`src/rtl/core/dis_pkg.sv`:
```
// shared types, widths and constants for the dynamic inoperability step engine
// no dependencies; compiled first
package dis_pkg;

  localparam int FRAC_BITS  = 16;
  localparam int Q_W        = FRAC_BITS + 1;
  localparam int VAL_W      = 18;
  localparam int ROW_W      = 4;
  localparam int STEP_W     = 16;
  localparam int CFG_SC_W   = 5;
  localparam int CFG_DATA_W = 16;
  localparam int CFG_IDX_W  = 1;

  localparam logic [Q_W-1:0]      ONE      = Q_W'(1) << FRAC_BITS;
  localparam logic [CFG_SC_W-1:0] SC_RESET = CFG_SC_W'(16);

  typedef enum logic [1:0] {
    FUNC_MATRIX = 2'd0,
    FUNC_GAIN   = 2'd1,
    FUNC_QINIT  = 2'd2,
    FUNC_PERT   = 2'd3
  } func_e;

  typedef enum logic [CFG_IDX_W-1:0] {
    CFG_SYSTEM_COUNT = 1'b0,
    CFG_STEP_LIMIT   = 1'b1
  } cfg_idx_e;

  typedef struct packed {
    logic acc_clr;
    logic acc_en;
    logic brk_en;
    logic mul_gain;
  } alu_ctrl_t;

  // saturate a loaded vector value to [0, 1.0]
  function automatic logic [Q_W-1:0] clamp_load(input logic signed [VAL_W-1:0] v);
    logic [Q_W-1:0] r;
    if (v[VAL_W-1]) begin
      r = '0;
    end else if ($unsigned(v) > VAL_W'(ONE)) begin
      r = ONE;
    end else begin
      r = v[Q_W-1:0];
    end
    return r;
  endfunction

endpackage

```
`src/rtl/core/dis_alu.sv`:
```
// shared multiply unit with accumulator, bracket register and final clamp
// depends on dis_pkg
module dis_alu #(
  parameter int MAX_SYSTEMS = 16
) (
  input  logic                             clk_i,
  input  dis_pkg::alu_ctrl_t               ctrl_i,
  input  logic signed [dis_pkg::VAL_W-1:0] mat_i,
  input  logic [dis_pkg::Q_W-1:0]          q_op_i,
  input  logic [dis_pkg::Q_W-1:0]          k_i,
  input  logic [dis_pkg::Q_W-1:0]          c_i,
  input  logic [dis_pkg::Q_W-1:0]          q_i,
  output logic [dis_pkg::Q_W-1:0]          q_next_o
);
  import dis_pkg::*;

  localparam int PROD0_W = 2 * VAL_W - 1;
  localparam int ACC_W   = PROD0_W + $clog2(MAX_SYSTEMS);
  localparam int FLR_W   = ACC_W - FRAC_BITS;
  localparam int BR_W    = FLR_W + 2;
  localparam int P_W     = VAL_W + BR_W;
  localparam int G_W     = P_W - FRAC_BITS;
  localparam int S_W     = G_W + 1;

  logic signed [VAL_W-1:0] mul_a;
  logic signed [BR_W-1:0]  mul_b;
  logic signed [P_W-1:0]   prod_q;
  logic signed [ACC_W-1:0] acc_q;
  logic signed [BR_W-1:0]  brk_q;
  logic signed [BR_W-1:0]  brk_d;
  logic [Q_W-1:0]          kop_q;
  logic signed [FLR_W-1:0] flr;
  logic signed [G_W-1:0]   gp;
  logic signed [S_W-1:0]   sum;

  assign mul_a = ctrl_i.mul_gain ? signed'({1'b0, kop_q}) : mat_i;
  assign mul_b = ctrl_i.mul_gain ? brk_q : BR_W'(signed'({1'b0, q_op_i}));

  // floor of the row sum to the q fraction
  assign flr   = acc_q[ACC_W-1:FRAC_BITS];
  assign brk_d = BR_W'(flr) + BR_W'(signed'({1'b0, c_i})) - BR_W'(signed'({1'b0, q_i}));

  assign gp  = prod_q[P_W-1:FRAC_BITS];
  assign sum = S_W'(gp) + S_W'(signed'({1'b0, q_i}));

  always_comb begin
    if (sum[S_W-1]) begin
      q_next_o = '0;
    end else if (sum > S_W'(ONE)) begin
      q_next_o = ONE;
    end else begin
      q_next_o = sum[Q_W-1:0];
    end
  end

  always_ff @(posedge clk_i) begin
    prod_q <= mul_a * mul_b;
    if (ctrl_i.acc_clr) begin
      acc_q <= '0;
    end else if (ctrl_i.acc_en) begin
      acc_q <= acc_q + ACC_W'(prod_q);
    end
    if (ctrl_i.brk_en) begin
      brk_q <= brk_d;
      kop_q <= k_i;
    end
  end

endmodule

```
`config.mk`:
```
export PLATFORM = sky130hd
export DESIGN_NAME = dis_alu
export DESIGN_NICKNAME = d
export VERILOG_FILES = /design/src/rtl/core/dis_pkg.sv /design/src/rtl/core/dis_alu.sv
export SDC_FILE = /design/constraint.sdc
export NUM_CORES = 2
export LEC_CHECK = 0
export ABC_CLOCK_PERIOD_IN_PS = 24000
export BUFFER_PORTS_ARGS = -buffer_cell sky130_fd_sc_hd__buf_4
export CAP_MARGIN = 5
export CORE_MARGIN = 4
export CORE_UTILIZATION = 45
export DETAILED_ROUTE_END_ITERATION = 8
export MAX_ROUTING_LAYER = met4
export SYNTH_ARGS = -nofsm -noshare
export SYNTH_HDL_FRONTEND = slang
export SYNTH_SLANG_ARGS = --single-unit
```
`constraint.sdc`:
```
create_clock -name clk_i -period 24 [get_ports clk_i]
set_input_delay 1.2 -clock clk_i [delete_from_list [all_inputs] [get_ports clk_i]]
set_output_delay 1.2 -clock clk_i [all_outputs]
set_load 0.01 [all_outputs]
```
==> results by group <==
Global routing
  • Antenna violations before repair: 0
  • Wire length of the first global-routing pass: 114000 µm
  • Largest net degree at the start of global routing: 73
  • Gr usage total: 25.6%
  • Number of global-route vias before repair: 20500
  • Grt total ovfl: 0

Logic synthesis
  • #FFs+latches synth: 124
  • Synth Warn #: 0
  • Synth cell types: 80
  • Mapped Area: 24600 µm²
  • Dominant synthesized flop cell: dfxtp_1
  • Async set-or-reset flop fraction in the synthesized netlist: 0%
  • Avg Cell Area, Syn: 8.82 µm²
  • Sequential share of the synthesized area: 11.8%
  • Synthesized net count: 3532
  • EDFF count, synth: 42
  • Cells after synthesis: 2795

Critical path
  • Critical path capture point type: register
  • Arr. time, crit path: 9.53 ns
  • R2r startpoint: kop_q[6]
  • Critical path class: primary input to register
  • Reg2reg path depth: 23
  • R2R setup slack: 16.08 ns
  • R2r endpoint: prod_q[42]
  • Crit-path max FO: 72
  • Data required time of the critical path: 24.37 ns
  • Crit start category: primary input

Clocking
  • Clock Sinks: 124
  • Latest clock arrival within the worst-skew pair: 0.46 ns
  • Post-CTS Resized: 0
  • CTS tree: done
  • CTS Root Cell: clkbuf_16
  • Cts bufs inserted: 17
  • Clock slew at reported path FFs: 0.06 ns
  • Max Root-Sink Buffers: 2
  • Hold_buf cts: 0
  • Post-CTS Setup Bufs: 0
  • H-tree Lvls: 4

STA
  • Crit path time final: 9.16 ns
  • Final Hold Viols: 0
  • RSZ-0062 raised after global routing: false
  • Final setup TNS: 0 ns
  • Fin. max-slew vios: 0
  • Final setup fails: 0
  • Final worst-path cycle share: 38.2%
  • Slew HR: 7.82%
  • Fmax: 109 MHz
  • Post-route clock skew: 0.0212 ns
  • Least-Margin Pin Slew: 1.38 ns

Drt
  • DRT Wirelength: 71100 µm
  • WL per Instance: 20.0 µm
  • 1st-iter DRT viols: 1232
  • Routed Antenna Nets: 0
  • # DRC: 0
  • Via Count: 19300
  • Drt pass-1 iters: 8
  • Vias per cell: 5.42

Placed design
  • IO Port Bufs: 107
  • DP HPWL: 59600 µm
  • Routability congestion estimate: 0.995

Floorplanning
  • Num rows: 85
  • Die H: 242 µm
  • Std-Cell Core Area: 54000 µm²
  • Starting density of the core: 45.6%
  • Die area: 58600 µm²
  • # IOs: 108
  • Die width: 242 µm

Cells and area
  • Area occupied by multi-input gates: 19100 µm²
  • Most common cell after layout, fill and taps aside: inv_1
  • Post-layout nets: 3580
  • Register area: 2900 µm²
  • Synth-to-layout area growth: 8.10%
  • Most frequent cells in the layout: 617 x inv_1, 460 x fa_1, 329 x nand2_1, 216 x nor2_1, 186 x ha_1
  • Fillers: 5134
  • Util after Layout: 49.3%
  • Share of cells above drive strength 1: 6.48%
  • ANT cells: 0

Min path
  • WHS Endpoint: acc_q[8]
  • Hold Crit Class: register to register
  • Worst hold stages: 2
  • Hold_sp: acc_q[8]

Outcome
  • Status: finished, final reports clean

Job
  • Number of max-cap violations: 0
-- through the flow --
| stage | instances | worst slack [ns] | hold WS (ns) | cell area, µm² |
|---|---|---|---|---|
| after global routing | 3552 | 14.39 | 0.521 | 26600 |
| final | 3552 | 14.84 | 0.494 | 26600 |
| after floorplan | 2795 | 15.68 | 0.463 | 24600 |
| after CTS | 3552 | 15.00 | 0.494 | 26600 |
| after global placement | 3520 | 14.67 | 0.478 | 26100 |
| after detailed placement | 3520 | 14.52 | 0.485 | 26100 |
-- worst max path at each step --
stage | startpoint | endpoint | slack (ns) | cells past startpoint
5_1_grt | ctrl_i[0] | prod_q[42] | 14.39 | 25
2_1_floorplan | ctrl_i[0] | prod_q[42] | 15.68 | 23
4_1_cts | ctrl_i[0] | prod_q[42] | 15.00 | 25
3_3_place_gp | ctrl_i[0] | prod_q[42] | 14.67 | 25
6_report | ctrl_i[0] | prod_q[42] | 14.84 | 25
3_5_place_dp | ctrl_i[0] | prod_q[42] | 14.52 | 25
-- metal layers --
layer  track usage, %  share of wire [%]  up-vias
met3             3.42                5.2      129
li1                 -                  -     8865
met5                -                  0        -
met4             10.1                4.4        0
met1             30.8                 40     9711
met2             43.8                 50      553
-- synth_stat cells, drive strengths merged (7+ instances only) --
library cell    n  area share [%]
clkbuf         77             1.2
o21ai          57             1.2
dfxtp          82             6.7
buf            10            0.21
or3            10            0.25
xnor2          68             2.4
o21bai         17            0.52
nand3          30            0.61
nand4           7            0.18
edfxtp         42             5.1
mux2           18            0.82
a21oi         119             2.4
and3           54             1.4
xor2           30             1.1
nor2b          15            0.38
nor3           24            0.49
a211oi         21            0.75
o211ai         10            0.30
a21o           53             1.6
ha            186             9.4
nand2         329             5.0
fa            460              37
nor2          216             3.3
and2           36            0.91
o21a           18            0.55
nand2b         21            0.53
a31oi          11            0.30
mux2i          41             1.7
inv           618             9.4
o22ai           9            0.23
or2             7            0.18
-- registers in the layout, indices dropped and copies added (netlist names) --
signal  flops
kop_q      17
brk_q      25
prod_q     43
acc_q      39
-- critical path: stages --
cell	delay (ns)
buf_4	0.49
buf_4	0.47
inv_2	0.31
a21oi_1	1.12
nor2_1	0.14
fa_1	0.55
inv_1	0.05
fa_1	0.45
fa_1	0.50
fa_1	0.54
inv_1	0.05
fa_1	0.47
inv_1	0.05
fa_1	0.47
inv_1	0.05
ha_1	0.35
a21o_1	0.19
a221oi_1	0.25
o21ai_1	0.25
o211ai_1	0.38
a21oi_1	0.18
o41ai_2	0.45
o2111ai_1	0.18
a21oi_1	0.20
xnor2_1	0.14
-- kinds of logic (layout without fill, tap and decap cells) --
kind of cell,count (synthesis),in the layout,share of synthesized area [%]
mux,59,59,2.49
flops,124,124,11.8
buf+inv,705,766,10.8
compound gates,384,384,10.4
xor+xnor,98,98,3.48
simple gates,779,779,14.3
fa+ha+maj,646,646,46.8
-- area by class of cell --
cell class / instances / area share [%]
clock buffer: 18 / 1.69
clock inverter: 14 / 0.545
inverter: 618 / 8.71
multi-input combinational: 1966 / 71.6
sequential: 124 / 10.9
tap: 696 / 3.27
timing repair buffer: 116 / 3.27
Power is left out: the tool's default activity adds up to more than one toggle a clock period on the data nets, which glitch-free logic cannot reach.
